==> src/hcbd_pkg.sv <==
// Shared types, constants and helpers for the chunked body decoder.
// No dependencies; the top level, the checker and the testbench use it.
package hcbd_pkg;

    localparam int MAX_HEX_DIGITS_DEF = 8;
    localparam int LENGTH_BITS_DEF    = 32;

    localparam int          CFG_ADDR_W     = 3;
    localparam int          CFG_DATA_W     = 32;
    localparam logic        REG_MAX_BODY   = 1'b0;
    localparam logic [31:0] MAX_BODY_RESET = 32'h0010_0000;

    localparam logic [1:0] ST_OK        = 2'd0;
    localparam logic [1:0] ST_MALFORMED = 2'd1;
    localparam logic [1:0] ST_TOO_LARGE = 2'd2;

    localparam logic [7:0] CH_CR = 8'h0D;
    localparam logic [7:0] CH_LF = 8'h0A;

    typedef enum logic [8:0] {
        PH_SIZE     = 9'b0_0000_0001,
        PH_SIZE_LF  = 9'b0_0000_0010,
        PH_DATA     = 9'b0_0000_0100,
        PH_DATA_CR  = 9'b0_0000_1000,
        PH_DATA_LF  = 9'b0_0001_0000,
        PH_TRAIL    = 9'b0_0010_0000,
        PH_TRAIL_LF = 9'b0_0100_0000,
        PH_DONE     = 9'b0_1000_0000,
        PH_ERROR    = 9'b1_0000_0000
    } t_phase;

    typedef struct packed {
        logic       ok;
        logic [3:0] val;
    } t_hex;

    function automatic t_hex hex_decode(input logic [7:0] b);
        t_hex h;
        h.ok  = 1'b1;
        h.val = 4'd0;
        if (b >= 8'h30 && b <= 8'h39) begin
            h.val = 4'(b - 8'h30);
        end else if (b >= 8'h61 && b <= 8'h66) begin
            h.val = 4'(b - 8'h57);
        end else if (b >= 8'h41 && b <= 8'h46) begin
            h.val = 4'(b - 8'h37);
        end else begin
            h.ok = 1'b0;
        end
        return h;
    endfunction

endpackage

==> src/hcbd_in_if.sv <==
// Input channel of the chunked body decoder: one raw body byte per word.
// Depends on nothing.
interface hcbd_in_if;
    logic       valid;
    logic       ready;
    logic [7:0] data_byte;

    modport source (output valid, output data_byte, input ready);
    modport sink   (input valid, input data_byte, output ready);
endinterface

==> src/hcbd_out_if.sv <==
// Result channel of the chunked body decoder: one decoded result per word.
// Depends on nothing.
interface hcbd_out_if;
    logic       valid;
    logic       ready;
    logic       payload_valid;
    logic [7:0] payload_byte;
    logic       body_done;
    logic [1:0] status;

    modport source (output valid, output payload_valid, output payload_byte,
                    output body_done, output status, input ready);
    modport sink   (input valid, input payload_valid, input payload_byte,
                    input body_done, input status, output ready);
endinterface

==> src/http_chunked_body_decoder_unit.sv <==
// Top level of the HTTP/1.1 chunked body decoder.
// Depends on hcbd_pkg, hcbd_in_if and hcbd_out_if.
//
//   Channel   Direction  Word contents
//   i_in      in         data_byte
//   o_out     out        payload_valid, payload_byte, body_done, status
//   APB       in/out     max_body_size at byte address 0
//
// One word is accepted per cycle unless the output stalls; the result is registered.
// The single parse stage between the input and the output register sets that rate.
// A new word is taken whenever the output register is empty or is being drained.
// Reset is synchronous and active low; it clears the parser and restores the size limit.
// Done and error are sticky until reset.
module http_chunked_body_decoder_unit #(
    parameter int MAX_HEX_DIGITS = hcbd_pkg::MAX_HEX_DIGITS_DEF,
    parameter int LENGTH_BITS    = hcbd_pkg::LENGTH_BITS_DEF
) (
    input  logic                            i_clk,
    input  logic                            i_rst_n,
    hcbd_in_if.sink                         i_in,
    hcbd_out_if.source                      o_out,
    input  logic                            psel,
    input  logic                            penable,
    input  logic                            pwrite,
    input  logic [hcbd_pkg::CFG_ADDR_W-1:0] paddr,
    input  logic [hcbd_pkg::CFG_DATA_W-1:0] pwdata,
    output logic [hcbd_pkg::CFG_DATA_W-1:0] prdata,
    output logic                            pready
);

    localparam int DC_W  = $clog2(MAX_HEX_DIGITS + 1);
    localparam int CMP_W = (LENGTH_BITS > 32) ? LENGTH_BITS : 32;

    hcbd_pkg::t_phase       r_phase, n_phase;
    logic [LENGTH_BITS-1:0] r_rem, n_rem;
    logic [LENGTH_BITS-1:0] r_count, n_count;
    logic [DC_W-1:0]        r_digits, n_digits;
    logic                   r_trail_empty, n_trail_empty;
    logic [1:0]             r_err, n_err;
    logic [31:0]            r_max;

    logic                   r_out_valid;
    logic                   r_out_pv, n_out_pv;
    logic [7:0]             r_out_pb, n_out_pb;
    logic                   r_out_done;
    logic [1:0]             r_out_status;

    logic                   in_accept;
    logic                   cfg_write;
    logic                   reg_sel;
    logic [7:0]             b;
    hcbd_pkg::t_hex         hex;
    logic [LENGTH_BITS-1:0] rem_dec;

    assign reg_sel   = paddr[hcbd_pkg::CFG_ADDR_W-1:2] == hcbd_pkg::REG_MAX_BODY;
    assign cfg_write = psel & penable & pwrite & pready;
    assign pready    = 1'b1;
    assign prdata    = reg_sel ? r_max : '0;

    assign i_in.ready = !r_out_valid || o_out.ready;
    assign in_accept  = i_in.valid && i_in.ready;
    assign b          = i_in.data_byte;
    assign hex        = hcbd_pkg::hex_decode(b);
    assign rem_dec    = (r_rem != '0) ? r_rem - 1'b1 : r_rem;

    always_comb begin
        n_phase       = r_phase;
        n_rem         = r_rem;
        n_count       = r_count;
        n_digits      = r_digits;
        n_trail_empty = r_trail_empty;
        n_err         = r_err;
        n_out_pv      = 1'b0;
        n_out_pb      = 8'd0;
        case (r_phase)
            hcbd_pkg::PH_SIZE: begin
                if (hex.ok) begin
                    if (r_digits >= DC_W'(MAX_HEX_DIGITS)) begin
                        n_err   = hcbd_pkg::ST_MALFORMED;
                        n_phase = hcbd_pkg::PH_ERROR;
                    end else if (|r_rem[LENGTH_BITS-1 -: 4]) begin
                        n_err   = hcbd_pkg::ST_TOO_LARGE;
                        n_phase = hcbd_pkg::PH_ERROR;
                    end else begin
                        n_rem    = {r_rem[LENGTH_BITS-5:0], hex.val};
                        n_digits = r_digits + 1'b1;
                    end
                end else if (b == hcbd_pkg::CH_CR && r_digits != '0) begin
                    n_phase = hcbd_pkg::PH_SIZE_LF;
                end else begin
                    n_err   = hcbd_pkg::ST_MALFORMED;
                    n_phase = hcbd_pkg::PH_ERROR;
                end
            end
            hcbd_pkg::PH_SIZE_LF: begin
                if (b != hcbd_pkg::CH_LF) begin
                    n_err   = hcbd_pkg::ST_MALFORMED;
                    n_phase = hcbd_pkg::PH_ERROR;
                end else if (r_rem == '0) begin
                    n_trail_empty = 1'b1;
                    n_phase       = hcbd_pkg::PH_TRAIL;
                end else begin
                    n_phase = hcbd_pkg::PH_DATA;
                end
            end
            hcbd_pkg::PH_DATA: begin
                n_out_pv = 1'b1;
                n_out_pb = b;
                if (r_count != '1) begin
                    n_count = r_count + 1'b1;
                end
                n_rem = rem_dec;
                if (rem_dec == '0) begin
                    n_phase = hcbd_pkg::PH_DATA_CR;
                end
            end
            hcbd_pkg::PH_DATA_CR: begin
                if (b == hcbd_pkg::CH_CR) begin
                    n_phase = hcbd_pkg::PH_DATA_LF;
                end else begin
                    n_err   = hcbd_pkg::ST_MALFORMED;
                    n_phase = hcbd_pkg::PH_ERROR;
                end
            end
            hcbd_pkg::PH_DATA_LF: begin
                if (b != hcbd_pkg::CH_LF) begin
                    n_err   = hcbd_pkg::ST_MALFORMED;
                    n_phase = hcbd_pkg::PH_ERROR;
                end else if (CMP_W'(r_count) > CMP_W'(r_max)) begin
                    n_err   = hcbd_pkg::ST_TOO_LARGE;
                    n_phase = hcbd_pkg::PH_ERROR;
                end else begin
                    n_digits = '0;
                    n_rem    = '0;
                    n_phase  = hcbd_pkg::PH_SIZE;
                end
            end
            hcbd_pkg::PH_TRAIL: begin
                if (b == hcbd_pkg::CH_CR) begin
                    n_phase = hcbd_pkg::PH_TRAIL_LF;
                end else begin
                    n_trail_empty = 1'b0;
                end
            end
            hcbd_pkg::PH_TRAIL_LF: begin
                if (b != hcbd_pkg::CH_LF) begin
                    n_err   = hcbd_pkg::ST_MALFORMED;
                    n_phase = hcbd_pkg::PH_ERROR;
                end else if (r_trail_empty) begin
                    n_phase = hcbd_pkg::PH_DONE;
                end else begin
                    n_trail_empty = 1'b1;
                    n_phase       = hcbd_pkg::PH_TRAIL;
                end
            end
            hcbd_pkg::PH_DONE: begin
                n_phase = hcbd_pkg::PH_DONE;
            end
            default: begin
                n_phase = hcbd_pkg::PH_ERROR;
            end
        endcase
    end

    always_ff @(posedge i_clk) begin
        if (!i_rst_n) begin
            r_phase       <= hcbd_pkg::PH_SIZE;
            r_rem         <= '0;
            r_count       <= '0;
            r_digits      <= '0;
            r_trail_empty <= 1'b1;
            r_err         <= hcbd_pkg::ST_OK;
            r_max         <= hcbd_pkg::MAX_BODY_RESET;
            r_out_valid   <= 1'b0;
        end else begin
            if (cfg_write && reg_sel) begin
                r_max <= pwdata;
            end
            if (in_accept) begin
                r_phase       <= n_phase;
                r_rem         <= n_rem;
                r_count       <= n_count;
                r_digits      <= n_digits;
                r_trail_empty <= n_trail_empty;
                r_err         <= n_err;
                r_out_valid   <= 1'b1;
            end else if (o_out.ready) begin
                r_out_valid <= 1'b0;
            end
        end
    end

    always_ff @(posedge i_clk) begin
        if (in_accept) begin
            r_out_pv     <= n_out_pv;
            r_out_pb     <= n_out_pb;
            r_out_done   <= n_phase == hcbd_pkg::PH_DONE;
            r_out_status <= (n_phase == hcbd_pkg::PH_ERROR) ? n_err : hcbd_pkg::ST_OK;
        end
    end

    assign o_out.valid         = r_out_valid;
    assign o_out.payload_valid = r_out_pv;
    assign o_out.payload_byte  = r_out_pb;
    assign o_out.body_done     = r_out_done;
    assign o_out.status        = r_out_status;

endmodule

==> src/flat_wrapper.sv <==
// flat-port wrapper written by rule: the top's interface ports become plain ports
module http_chunked_body_decoder_unit_flat 
#(
    parameter int MAX_HEX_DIGITS = hcbd_pkg::MAX_HEX_DIGITS_DEF,
    parameter int LENGTH_BITS    = hcbd_pkg::LENGTH_BITS_DEF
)
  (i_clk, i_rst_n, psel, penable, pwrite, paddr, pwdata, prdata, pready, i_in_valid, i_in_data_byte, i_in_ready, o_out_valid, o_out_payload_valid, o_out_payload_byte, o_out_body_done, o_out_status, o_out_ready);
  hcbd_in_if i_in_i ();
  hcbd_out_if o_out_i ();
  input  logic i_clk;
  input  logic i_rst_n;
  input  logic psel;
  input  logic penable;
  input  logic pwrite;
  input  logic [hcbd_pkg::CFG_ADDR_W-1:0] paddr;
  input  logic [hcbd_pkg::CFG_DATA_W-1:0] pwdata;
  output logic [hcbd_pkg::CFG_DATA_W-1:0] prdata;
  output logic pready;
  input wire logic [$bits(i_in_i.valid)-1:0] i_in_valid;
  input wire logic [$bits(i_in_i.data_byte)-1:0] i_in_data_byte;
  output wire logic [$bits(i_in_i.ready)-1:0] i_in_ready;
  output wire logic [$bits(o_out_i.valid)-1:0] o_out_valid;
  output wire logic [$bits(o_out_i.payload_valid)-1:0] o_out_payload_valid;
  output wire logic [$bits(o_out_i.payload_byte)-1:0] o_out_payload_byte;
  output wire logic [$bits(o_out_i.body_done)-1:0] o_out_body_done;
  output wire logic [$bits(o_out_i.status)-1:0] o_out_status;
  input wire logic [$bits(o_out_i.ready)-1:0] o_out_ready;
  assign i_in_i.valid = i_in_valid;
  assign i_in_i.data_byte = i_in_data_byte;
  assign i_in_ready = i_in_i.ready;
  assign o_out_valid = o_out_i.valid;
  assign o_out_payload_valid = o_out_i.payload_valid;
  assign o_out_payload_byte = o_out_i.payload_byte;
  assign o_out_body_done = o_out_i.body_done;
  assign o_out_status = o_out_i.status;
  assign o_out_i.ready = o_out_ready;
  http_chunked_body_decoder_unit #(.MAX_HEX_DIGITS(MAX_HEX_DIGITS), .LENGTH_BITS(LENGTH_BITS)) u_core (.i_clk(i_clk), .i_rst_n(i_rst_n), .i_in(i_in_i), .o_out(o_out_i), .psel(psel), .penable(penable), .pwrite(pwrite), .paddr(paddr), .pwdata(pwdata), .prdata(prdata), .pready(pready));
endmodule
==> config.mk <==
export PLATFORM = sky130hd
export DESIGN_NAME = http_chunked_body_decoder_unit_flat
export DESIGN_NICKNAME = d
export VERILOG_FILES = /design/src/hcbd_pkg.sv /design/src/hcbd_in_if.sv /design/src/hcbd_out_if.sv /design/src/http_chunked_body_decoder_unit.sv /design/src/flat_wrapper.sv
export SDC_FILE = /design/constraint.sdc
export NUM_CORES = 1
export LEC_CHECK = 0
export BUFFER_PORTS_ARGS = -buffer_cell sky130_fd_sc_hd__buf_2
export CORE_MARGIN = 1.5
export CORE_UTILIZATION = 40
export CTS_CLUSTER_SIZE = 25
export DETAILED_ROUTE_END_ITERATION = 12
export GPL_TIMING_DRIVEN = 0
export HOLD_SLACK_MARGIN = 0.1
export SETUP_SLACK_MARGIN = 0.05
export SYNTH_ARGS = -nofsm -noshare
export SYNTH_HDL_FRONTEND = slang
export SYNTH_SLANG_ARGS = --single-unit
==> constraint.sdc <==
create_clock -name i_clk -period 3.4 [get_ports i_clk]
set_input_delay 0.17 -clock i_clk [delete_from_list [all_inputs] [get_ports i_clk]]
set_output_delay 0.17 -clock i_clk [all_outputs]
set_load 0.005 [all_outputs]
==> Word-level counts from Yosys, hierarchy flattened <==
Index checks and enable logic that the tools add are counted.
{ "totals": {"register_bits": 125, "wordCells": 124} }
{ "op_classes": {"addsub": 6, "order_cmp": 8, "eq_ne": 22, "n_mux": 51, "bitwise_logic": 3, "n_reduce_logical": 22} }
{ "ops": {"columns": ["operator", "count"], "rows": [
  ["two-way mux 32 bit", 7],
  ["two-way mux 9 bit", 11],
  ["case mux 32 bit (3 select lines)", 1],
  ["case mux 9 bit (8 select lines)", 1],
  ["zero test 32 bit", 2],
  ["adder 32 x 1 -> 32 bit (second input constant)", 1],
  ["> comparator 32 bit", 1],
  ["two-way mux 4 bit", 8],
  ["inequality test 32 bit (second input constant)", 1],
  ["nonzero test 32 bit", 1],
  ["subtractor 32 x 1 -> 32 bit (second input constant)", 1],
  ["equality test 9 x 8 -> 1 bit (second input constant)", 2],
  [">= comparator 8 x 7 -> 1 bit (second input constant)", 2],
  ["less-or-equal comparator 8 x 7 -> 1 bit (second input constant)", 2],
  ["two-way mux 2 bit", 8],
  ["inequality test 2 bit (second input constant)", 7],
  ["AND reduction 7 bit", 2],
  ["two-way mux 1 bit", 10],
  ["equality test 9 x 1 -> 1 bit (second input constant)", 1],
  ["equality test 9 x 2 -> 1 bit (second input constant)", 1],
  ["equality test 9 x 3 -> 1 bit (second input constant)", 1],
  ["equality test 9 x 4 -> 1 bit (second input constant)", 1],
  ["equality test 9 x 5 -> 1 bit (second input constant)", 1],
  ["equality test 9 x 6 -> 1 bit (second input constant)", 1],
  ["28 further kinds", 38]
]} }

==> Depth between registers and ports, before layout <==
Gate-level depths: netlist of run 1.
{ "logic_depth": {"depth_word": 9, "mapped_depth": 12, "depth_no_buf": 10} }

==> Least setup slack after synthesis of run 1 <==
Ideal clock, no wire load.
{ "synth_path": {"path_type": "register to register", "start": "reg u_core.r_rem[0]", "end": "reg u_core.r_phase[2]", "t_arrival_ns": 3.088, "t_required_ns": 3.285, "slack_ns": 0.198, "path_stages_with_launch": 12, "n_path_buf": 1, "period_less_slack_ns": 3.202, "path_cell_list": "dfxtp_1 clkbuf_1 inv_1 ha_1 or4b_4 nor4_1 o311ai_1 xnor2_1 a2111o_1 nor4_2 a31oi_1 o21a_1"} }
{ "synth_between": {"elab_chain_cells": 5, "elab_cells_between_ends": 9, "classes_between": "add/sub: 1; mux: 5; reduce/logical: 3"} }
{ "synth_lines": {"columns": ["item", "line_no", "rtl"], "rows": [
  ["from (decl)", "http_chunked_body_decoder_unit.sv:35", "logic [LENGTH_BITS-1:0] r_rem, n_rem;"],
  ["from (signal assigned)", "http_chunked_body_decoder_unit.sv:181", "r_rem <= n_rem;"],
  ["subtractor 32 x 1 -> 32 bit / nonzero test 32 bit (equally long branches)", "http_chunked_body_decoder_unit.sv:64", "assign rem_dec = (r_rem != '0) ? r_rem - 1'b1 : r_rem;"],
  ["two-way mux 32 bit", "http_chunked_body_decoder_unit.sv:64", null],
  ["zero test 32 bit", "http_chunked_body_decoder_unit.sv:113", "if (rem_dec == '0) begin"],
  ["two-way mux 9 bit", "http_chunked_body_decoder_unit.sv:113", null],
  ["case mux 9 bit (8 select lines) (*)", "http_chunked_body_decoder_unit.sv:75", "case (r_phase)"],
  ["to (signal assigned)", "http_chunked_body_decoder_unit.sv:167", "r_phase <= hcbd_pkg::PH_SIZE;"],
  ["to (signal assigned)", "http_chunked_body_decoder_unit.sv:180", "r_phase <= n_phase;"],
  ["to (decl)", "http_chunked_body_decoder_unit.sv:34", "hcbd_pkg::t_phase r_phase, n_phase;"]
]} }
Every way passes the cells marked *; elsewhere a longest branch is shown, timed or not.
A chain may end at the register's enable or synchronous reset.

==> Final worst setup path of run 1 <==
{ "layout_path": {"start": "reg u_core.r_rem[1]", "end": "reg u_core.r_phase[2]"} }
The elaborated chain is that of the path after synthesis.

==> results.md, run 1 <==
* CP max stage cell: or4b_4
* Area of the multi-input gates at 4810 µm²
* Max Freq at between 300 and 400 MHz
* Netlist cell types at 80
* Pwr Density at 422 nW/µm²
* Die X at 142 µm
* CP Class: reg2reg
* Sequential fraction of the synthesis area at 34.0%
* Startpoint Class: register
* Gr ovfl total at 0
* Fin crit share at 95.1%
* CP arrival at 3550 ps
* Fraction of registers with async set/reset at 0%
* Setup TNS at 0 ps
* Synth area leader: dfxtp_1
* Placed Cells at 1324
* Total GRT Usage at 24.7%
* Post-synth EDFFs at 12
* Relative slew slack at 23.6%
* CP Launch Point: u_core.r_rem[1]
* Worst Skew at 9.34 ps
* Max VDD drop at 0.371 mV
* Worst Hold Launch: i_in_data_byte[1]
* Area Overhead vs Synth at 25.9%
* Fill cells at 1871
* DRT Pass-1 Iters at 6
* CP Cell Sequence: inv_1 -> ha_4 -> or4b_4 -> nor2_8 -> nand4_4 -> or4_4 -> a2111o_1 -> nor4_4 -> a31oi_1 -> o21a_1
* Largest net degree at the start of global routing at 22
* Via/cell ratio at 5.72
* Syn nets at 1090
* Share of layout cells above drive strength 1 at approximately 16%
* Area of the core at 18800 µm²
* Via Count at 8038
* Antenna-violating nets left at 0
* First-pass GRT wire length at ~40000 µm
* Clock transition at path regs at around 60 ps
* Detail Placement HPWL at roughly 18000 µm
* Status: finished, final reports clean
* Die area at 20100 µm²
* CP Capture Type: register
* Least-Margin Pin Slew at 1150 ps
* Worst path max stage delay at between 500 and 600 ps
* Warnings, synthesis at 0
* I/O pin count at 97
* Leakage at 0.00383 µW
* Synth area leaders: dfxtp_1 (29%), ha_1 (6.5%), nor2_1 (6.3%), a21oi_1 (6.2%), nand2_1 (6.1%)
* Routed wire length at 24700 µm
* Most used flip-flop cell after synthesis: dfxtp_1
* Residual DRC at 0
* Non-Filler Instances at 1405
* Synth Instances at 1000
* Initial DRC count at 517
* Final Setup Violations at 0
* Final nets at 1248
* Crit Path Max Fanout at 8
* Clock root cell: clkbuf_16
* Num rows at 50
* Hold Crit Class: in2reg
* Die Y at 142 µm
* FF/Latch Area at 2620 µm²
* Final Slew Violations at 0
* Fin. Hold Viols at 0
* GPL Wtd Cong at 1.00
* Number of I/O port buffers at 90
* Tmin final at 3230 ps
* Max Cap Viol at 0
* Ant diodes at 0
* Initial core utilization at 41.0%
* #FFs+latches synth at roughly 130
* H-tree levels at 4
* RSZ-0062 raised after global routing: true
* WP data required at about 3700 ps
* Clk Latency, worst-skew pair at between 400 and 500 ps
* CTS Buf Count at 17
* Antenna violations before repair at 0
* CTS tree: built
* Share of the synthesized area in the top cell type at 29.4%
* CTS sink cnt at 125
* Reg-to-Reg Start: u_core.r_rem[1]
* Routed wire per std cell at 17.6 µm
* Netlist Area Pre-Place at just under 8000 µm²
* Clk buf depth at 2
* Mapped Avg Cell Area at 7.70 µm²
* Vias in the first global route at 7611
==> registers in the layout, indices dropped and copies added (netlist names) <==
| name | flops |
|---|---|
| u_core.o_out.payload_byte | 8 |
| u_core.r_err | 2 |
| u_core.o_out.payload_valid | 1 |
| u_core.o_out.body_done | 1 |
| u_core.o_out.status | 2 |
| u_core.o_out.valid | 1 |
| u_core.r_count | 32 |
| u_core.r_phase | 9 |
| u_core.r_max | 32 |
| u_core.r_rem | 32 |
| u_core.r_trail_empty | 1 |
| u_core.r_digits | 4 |
==> cell families (layout without fill, tap and decap cells) <==
| group | Yosys count | in the layout | share of synthesized area (%) |
|---|---|---|---|
| compound gates | 239 | 239 | 20.0 |
| xor+xnor | 42 | 42 | 4.78 |
| fa+ha+maj | 40 | 40 | 6.50 |
| buf+inv | 108 | 279 | 5.62 |
| flops | 125 | 125 | 34.0 |
| mux | 1 | 1 | 0.130 |
| other cells | 1 | 1 | 0.0487 |
| simple gates | 444 | 444 | 28.9 |
==> synthesized netlist by cell type, drive strengths merged, types with 18 or more instances <==
cell type and number:
nor4 19, xor2 24, nand3 26, ha 40, dfxtp 113, nand4 18
nor2 131, nor3 34, clkbuf 47, o21ai 36, xnor2 18, inv 49
nand2 125, a21oi 96
==> through the flow <==
| step | hold slack [ps] | total power [µW] | setup WS [ps] | cell area (µm²) | util, % |
|---|---|---|---|---|---|
| after floorplan | 299 | 1920 | 198 | 7700 | - |
| after global placement | 411 | 2110 | -1020 | 8450 | 45.0 |
| after detailed placement | 417 | 2100 | -947 | 8450 | 45.0 |
| after CTS | 162 | 4070 | 20.5 | 9550 | 50.9 |
| after global routing | 193 | 4240 | 0.298 | 9700 | 51.7 |
| final | 167 | 4100 | 168 | 9700 | 51.7 |
==> worst max-delay path: cells and delay by family, from the launching register on <==
kind,cells,cell delay (ps)
buffers and inverters,1,150
AO/OA/AOI/OAI,3,820
adder cells (fa/ha/maj),1,190
AND/OR/NAND/NOR,5,1580
flip-flops,1,400
==> placed cells by master, fill, tap and decap left out, types with 8 or more instances in the layout <==
cell type	netlist	routed
and2_1	8	8
nand2b_1	10	10
buf_4	3	16
o211ai_1	15	15
edfxtp_1	12	12
and3_1	15	15
nand4_1	17	17
ha_1	40	39
xnor2_1	18	18
dfxtp_1	113	112
o21ai_0	36	36
nor2_1	130	129
nor4_1	14	9
clkbuf_1	47	45
buf_2	7	96
clkbuf_16	0	19
a21oi_1	96	96
or4_1	9	8
dlygate4sd3_1	0	38
a211oi_1	10	10
inv_1	48	48
xor2_1	24	24
and4_1	8	8
nand2_1	125	124
or3_1	11	11
a221oi_1	9	9
nand3_1	26	26
nor3_1	34	32
==> per-layer routing <==
metal	vias up	wire length, µm	share of wire (%)	GRT usage, %
met2	263	11800	48	42.5
met3	58	1080	4.4	3.81
met1	3801	11100	45	30.6
li1	3916	-	-	-
met4	0	619	2.5	10.7
met5	-	0	0	0
==> worst paths after layout <==
check                           cells past startpoint  slack, ps                           end
worst max-delay path                               10        170             u_core.r_phase[2]
worst min-delay path                                3        170  u_core.o_out.payload_byte[1]
worst max register to register                     10        170             u_core.r_phase[2]
worst min register to register                      2        450               u_core.r_max[5]
==> cell type report <==
| cell class | instances | area share, % |
|---|---|---|
| well taps | 234 | 3.02 |
| clock inverters | 12 | 1.37 |
| inverters | 50 | 1.93 |
| plain buffers | 57 | 2.53 |
| clock buffers | 20 | 5.04 |
| repair buffers | 140 | 9.49 |
| multi-input cells | 767 | 49.6 |
| flip-flops and latches | 125 | 27.0 |
==> power by group <==
group | switching [µW] | internal [µW]
Combinational | 395 | 266
Clock | 718 | 1190
Sequential | 17.7 | 1510
Total | 1130 | 2970
==> timing repair <==
action                                  4_1_cts  5_1_grt
resized for setup                            15       14
setup buffers                                 2       10
hold buffers                                 38        0
endpoints found under the setup margin       36       35
hold endpoints to repair                     37        0
pin swaps                                     1        3
No activity file was read; power rests on OpenSTA's default activity.
==> run 2, diff against run 1 <==
--- a/config.mk
+++ b/config.mk
@@ -9,3 +9,3 @@
 export CORE_MARGIN = 1.5
-export CORE_UTILIZATION = 40
+export CORE_UTILIZATION = 42
 export CTS_CLUSTER_SIZE = 25
==> constraint.sdc (replaced) <==
create_clock -name i_clk -period 3.4 [get_ports i_clk]
set_input_delay 0 -clock i_clk [delete_from_list [all_inputs] [get_ports i_clk]]
set_output_delay 0 -clock i_clk [all_outputs]
set_load 0.005 [all_outputs]
==> run 2 against run 1 <==
Compared with the run above: worst hold slack got worse by 26 ps; final area shrank 0.59%; count of clock-buffer cells in the layout rose by 1; worst setup slack worse by 16 ps; largest cell class unchanged.
==> results.md, run 2 (same netlist as run 1, synthesis figures left out) <==
* Status: finished, final reports clean (unchanged)
* Leakage at 0.00381 µW (was 0.00383 µW)
* Setup slack at placement at -914 ps (was -947 ps)
* CTS sink cnt at 125 (unchanged)
* Clock root cell: clkbuf_16 (unchanged)
* Vias in the first global route at 7532 (was 7611)
* Residual DRC at 0 (unchanged)
* Final nets at 1247 (was 1248)
* Initial core utilization at 42.9% (was 41.0%)
* CTS Buf Count at 17 (unchanged)
* DRT Pass-1 Iters at 5 (was 6)
* CTS tree: built (unchanged)
* Number of I/O port buffers at 90 (unchanged)
* WP data required at 3720 ps (about the same)
* Reg-to-Reg Start: u_core.r_rem[1] (unchanged)
* Area of the core at 18000 µm² (was 18800 µm²)
* Max Freq at 308 MHz (was 309 MHz)
* I/O pin count at 97 (unchanged)
* Routed wire length at 24400 µm (was 24700 µm)
* Clk Latency, worst-skew pair at 420 ps (was 430 ps)
* R2R Setup Slk at 150 ps (was 170 ps)
* Num rows at 49 (was 50)
* Least-Margin Pin Slew at 1140 ps (was 1150 ps)
* Area Overhead vs Synth at 25.2% (was 25.9%)
* Total GRT Usage at 25.1% (was 24.7%)
* Gr ovfl total at 0 (unchanged)
* Detail Placement HPWL at 17400 µm (was 17800 µm)
* Max VDD drop at 0.363 mV (was 0.371 mV)
* Via/cell ratio at 5.71 (was 5.72)
* Die X at 138 µm (was 142 µm)
* R2r worst-path depth at 10 (unchanged)
* Fin crit share at 95.5% (was 95.1%)
* Final Setup Violations at 0 (unchanged)
* Hold Crit Class: in2reg (unchanged)
* Tmin final at 3250 ps (was 3230 ps)
* Final Slew Violations at 0 (unchanged)
* CP Class: reg2reg (unchanged)
* Startpoint Class: register (unchanged)
* Initial DRC count at 666 (was 517)
* Ant diodes at 0 (unchanged)
* Routed wire per std cell at 17.4 µm (was 17.6 µm)
* Hold path depth at 2 (was 3)
* Via Count at 7983 (was 8038)
* Clock transition at path regs at 60 ps (about the same)
* Fin. Hold Viols at 0 (unchanged)
* Placed Cells at 1319 (was 1324)
* Crit Path Max Fanout at 8 (unchanged)
* CP arrival at 3570 ps (was 3550 ps)
* Top flop regs: u_core.r_count: 32 flops, u_core.r_max: 32 flops, u_core.r_rem: 32 flops (unchanged)
* Share of layout cells above drive strength 1 at 14.9% (was 15.5%)
* CP Capture Type: register (unchanged)
* Cell area after layout at 9640 µm² (was 9700 µm²)
* Worst Skew at 7.76 ps (was 9.34 ps)
* Largest net degree at the start of global routing at 22 (unchanged)
* H-tree levels at 4 (unchanged)
* Worst Hold Launch: i_in_data_byte[2] (was i_in_data_byte[1])
* Placed Area at 8440 µm² (was 8450 µm²)
* RSZ-0062 raised after global routing: true (unchanged)
* Max Cap Viol at 0 (unchanged)
* Non-Filler Instances at 1399 (was 1405)
* Setup TNS at 0 ps (unchanged)
* Antenna-violating nets left at 0 (unchanged)
* Clk buf depth at 2 (unchanged)
* Final worst slack at 152 ps (was 168 ps)
* GPL Wtd Cong at 0.976 (was 1.00)
* Pwr Density at 412 nW/µm² (was 422 nW/µm²)
* First-pass GRT wire length at 39000 µm (was 38900 µm)
* Reg2reg end: u_core.r_phase[2] (unchanged)
* Commonest cells after routing, fill and taps aside: nor2_1 (130), nand2_1 (124), dfxtp_1 (112), a21oi_1 (96), buf_2 (96) (was nor2_1 (129), nand2_1 (124), dfxtp_1 (112), a21oi_1 (96), buf_2 (96))
* Antenna violations before repair at 0 (unchanged)
* Hold worst-path end: u_core.o_out.payload_byte[2] (was u_core.o_out.payload_byte[1])
* Die Y at 138 µm (was 142 µm)
* Relative slew slack at 23.8% (was 23.6%)
* Most common cell after layout, fill and taps aside: nor2_1 (unchanged)
* Die area at 19200 µm² (was 20100 µm²)
-- run 2: changes by cell type in the layout (fill, tap and decap cells not counted), moves of 2 or more --
cell	change
inv_6	+3
clkbuf_1	+2
dlygate4sd3_1	+5
buf_4	-6
clkinv_4	-2
clkinvlp_4	-2
nor4_2	+2
-- run 2: stage by stage --
| stage | hold WS, ps | util (%) | total power [µW] |
|---|---|---|---|
| after floorplan | 125 | - | 1920 |
| after global placement | 227 | 47.0 | 2100 |
| after detailed placement | 240 | 47.0 | 2100 |
| after CTS | 125 | 53.0 | 3950 |
| after global routing | 151 | 53.7 | 4120 |
| final | 141 | 53.7 | 3970 |
-- run 2: critical path, stage by stage (launching register included) --
cell	delay [ps]
dfxtp_1	410
inv_2	120
ha_4	180
or4b_4	540
nor4_4	420
o311ai_1	190
xnor2_1	190
a2111o_1	460
nor4_4	290
a31oi_1	140
o21a_1	190
-- run 2: timing repair --
item,4_1_cts,5_1_grt
setup buffers,1,5
setup endpoints to repair,35,34
pin swaps,1,5
hold endpoints to repair,43,0
gates resized for setup,12,17
hold buffers,43,0
cloned,0,0
-- run 2: where the power goes --
part / leakage (µW) / internal (µW) / switching [µW]
clock: 0.000284 / 1070 / 715
combinational: 0.00249 / 259 / 393
sequential: 0.00103 / 1510 / 17.2
total: 0.00381 / 2850 / 1120
-- run 2: worst max path at each step --
stage / slack (ps) / end / startpoint / depth (start not counted)
floorplan: 200 / u_core.r_phase[2] / u_core.r_rem[0] / 11
global placement: -990 / u_core.r_phase[2] / u_core.r_rem[0] / 11
detailed placement: -910 / u_core.r_phase[2] / u_core.r_rem[0] / 11
CTS: 10 / u_core.r_phase[2] / u_core.r_rem[15] / 10
global route: 20 / u_core.r_phase[2] / u_core.r_rem[1] / 10
finish: 150 / u_core.r_phase[2] / u_core.r_rem[1] / 10
-- run 2: layer usage --
| layer | vias to the layer above | part of all wire, % | global-route usage, % |
|---|---|---|---|
| met3 | 74 | 5.9 | 4.19 |
| met5 | - | 0 | 0 |
| met1 | 3678 | 43 | 32.4 |
| met4 | 0 | 3.2 | 10.1 |
| li1 | 3912 | - | - |
| met2 | 319 | 47 | 41.8 |
-- run 2: layout make-up --
cell class / count / area (µm²)
clock inverter: 11 / 103
multi-input combinational: 767 / 4800
timing repair buffer: 139 / 926
sequential: 125 / 2620
fill: 1703 / 8320
tap: 229 / 287
inverter: 50 / 188
buffer: 57 / 245
clock buffer: 21 / 472
==> run 3, diff against run 2 <==
Settings changed: REMOVE_ABC_BUFFERS set to 1.
==> run 3 against run 2 <==
Compared with the run above: die area did not move; critical path depth did not move; wire length fell by 9.8%; largest power group unchanged; critical path type unchanged; clock skew barely moved; flip-flop and latch count did not move.
==> results.md, run 3 (same netlist as run 1, synthesis figures left out) <==
* Status: finished, final reports clean (unchanged)
* GPL Wtd Cong at 0.914 (was 0.976)
* Hold slack final at 319 ps (was 141 ps)
* Ant diodes at 0 (unchanged)
* RSZ-0062 raised after global routing: false (was true)
* Met3 Use GR at 4.16% (was 4.19%)
* Placed Cells at 1270 (was 1319)
* Commonest cells after routing, fill and taps aside: nor2_1 (129), nand2_1 (124), dfxtp_1 (113), a21oi_1 (95), buf_2 (93) (was nor2_1 (130), nand2_1 (124), dfxtp_1 (112), a21oi_1 (96), buf_2 (96))
* Detail Placement HPWL at 14400 µm (was 17400 µm)
* CP Launch Point: u_core.r_rem[0] (was u_core.r_rem[1])
* Max Cap Viol at 0 (unchanged)
* Antenna-violating nets left at 0 (unchanged)
* Setup TNS at 0 ps (unchanged)
* Area of the core at 18000 µm² (unchanged)
* CTS Buf Count at 17 (unchanged)
* Non-Filler Instances at 1359 (was 1399)
* Initial DRC count at 627 (was 666)
* Number of I/O port buffers at 93 (was 90)
* Gr ovfl total at 0 (unchanged)
* Comb pwr share at 14.7% (was 16.4%)
* Share of layout cells above drive strength 1 at 15.9% (was 14.9%)
* Switching pwr at 1100 µW (was 1120 µW)
* CP arrival at 3590 ps (was 3570 ps)
* Final Setup Violations at 0 (unchanged)
* Antenna violations before repair at 0 (unchanged)
* I/O pin count at 97 (unchanged)
* Clk Latency, worst-skew pair at 430 ps (was 420 ps)
* Vias in the first global route at 7117 (was 7532)
* Switching Fraction at 26.9% (was 28.3%)
* Busiest layer in global routing: met2 (unchanged)
* Leakage at 0.00382 µW (was 0.00381 µW)
* Reg power frac at 37.6% (was 38.5%)
* Crit path capture: u_core.r_phase[2] (unchanged)
* Die X at 138 µm (unchanged)
* Internal at 2980 µW (was 2850 µW)
* Top flop regs: u_core.r_count: 32 flops, u_core.r_max: 32 flops, u_core.r_rem: 32 flops (unchanged)
* Largest net degree at the start of global routing at 59 (was 22)
* DRT Pass-1 Iters at 5 (unchanged)
* Pwr Density at 423 nW/µm² (was 412 nW/µm²)
* Crit Path Max Fanout at 10 (was 8)
* First-pass GRT wire length at 36200 µm (was 39000 µm)
* Total GRT Usage at 22.9% (was 25.1%)
* Reg-to-Reg Start: u_core.r_rem[0] (was u_core.r_rem[1])
* Via Count at 7648 (was 7983)
* Routed wire length at 22000 µm (was 24400 µm)
* Routed wire per std cell at 16.2 µm (was 17.4 µm)
* Die area at 19200 µm² (unchanged)
* Fin crit share at 96.2% (was 95.5%)
* Max Freq at 306 MHz (was 308 MHz)
* CTS sink cnt at 125 (unchanged)
* CP Capture Type: register (unchanged)
* Residual DRC at 0 (unchanged)
* Clock root cell: clkbuf_16 (unchanged)
* Clock power share at 47.7% (was 45.1%)
* Die Y at 138 µm (unchanged)
* Most common cell after layout, fill and taps aside: nor2_1 (unchanged)
* Clk buf depth at 2 (unchanged)
* Tmin final at 3270 ps (was 3250 ps)
* Area Overhead vs Synth at 25.2% (about the same)
* Fin. Hold Viols at 0 (unchanged)
* Setup slack at placement at -1320 ps (was -914 ps)
* Met2 Use GR at 37.6% (was 41.8%)
* Final nets at 1207 (was 1247)
* H-tree levels at 4 (unchanged)
* Hold Crit Class: in2out (was in2reg)
* R2r worst-path depth at 10 (unchanged)
* R2R Setup Slk at 130 ps (was 150 ps)
* Clock transition at path regs at 60 ps (about the same)
* Final worst slack at 129 ps (was 152 ps)
* Global-route met1 utilization at 30.9% (was 32.4%)
* Via/cell ratio at 5.63 (was 5.71)
* Startpoint Class: register (unchanged)
* Final Slew Violations at 0 (unchanged)
* CTS tree: built (unchanged)
* Worst Hold Launch: o_out_ready (was i_in_data_byte[2])
* WP data required at 3720 ps (about the same)
* Worst Skew at 7.50 ps (was 7.76 ps)
* Initial core utilization at 42.9% (unchanged)
* Reg2reg end: u_core.r_phase[2] (unchanged)
* Max VDD drop at 0.374 mV (was 0.363 mV)
* Final Util at 53.7% (about the same)
* Relative slew slack at 44.2% (was 23.8%)
* CP Class: reg2reg (unchanged)
* Least-Margin Pin Slew at 836 ps (was 1140 ps)
* Num rows at 49 (unchanged)
* Fill cells at 1698 (was 1703)
run 3: final cells by class:
class                      count  area, µm²  share of cell area (%)
multi-input combinational    768       4820                    49.9
sequential                   125       2620                    27.2
timing repair buffer         155       1110                    11.5
clock buffer                  20        467                    4.84
tap                          229        287                    2.97
inverter                      50        193                    2.00
clock inverter                12        154                    1.60
run 3: layer usage:
| metal | vias up | part of all wire (%) |
|---|---|---|
| li1 | 3832 | - |
| met2 | 230 | 47 |
| met5 | - | 0 |
| met4 | 0 | 1.2 |
| met1 | 3563 | 47 |
| met3 | 23 | 4.7 |
run 3: worst min-delay path by stage:
stage / slack (ps) / depth (start not counted) / end
CTS: 320 / 3 / i_in_ready
detailed placement: 230 / 3 / u_core.r_max[20]
global route: 340 / 3 / i_in_ready
finish: 320 / 3 / i_in_ready
floorplan: 30 / 1 / prdata[10]
global placement: 230 / 3 / u_core.r_max[20]
run 3: what timing repair did:
action,4_1_cts,5_1_grt
hold buffers,44,0
cloned,1,0
pin swaps,2,4
resized for setup,14,10
hold endpoints to repair,45,0
setup buffers,4,8
setup endpoints to repair,55,30
run 3: power by group through the flow:
stage	Combinational (µW)	Clock [µW]	Sequential (µW)
CTS	576	1960	1530
detailed placement	511	0	1570
global route	658	2040	1540
finish	601	1940	1530
global placement	497	0	1570
floorplan	335	0	1560
run 3: worst max-delay path, cell delays in order, from the launching register on:
cell and delay (ps):
dfxtp_1 400, inv_1 110, ha_2 260, or4b_4 570, nor2_8 190, nand4_4 110, or4_1 430, a2111o_1 460
nor4_2 310, a31oi_1 140, o21a_1 190
run 3: metrics by stage:
stage,total power [µW],area [µm²]
finish,4080,9650
global route,4230,9650
CTS,4070,9530
detailed placement,2080,8330
global placement,2060,8210
floorplan,1900,7460
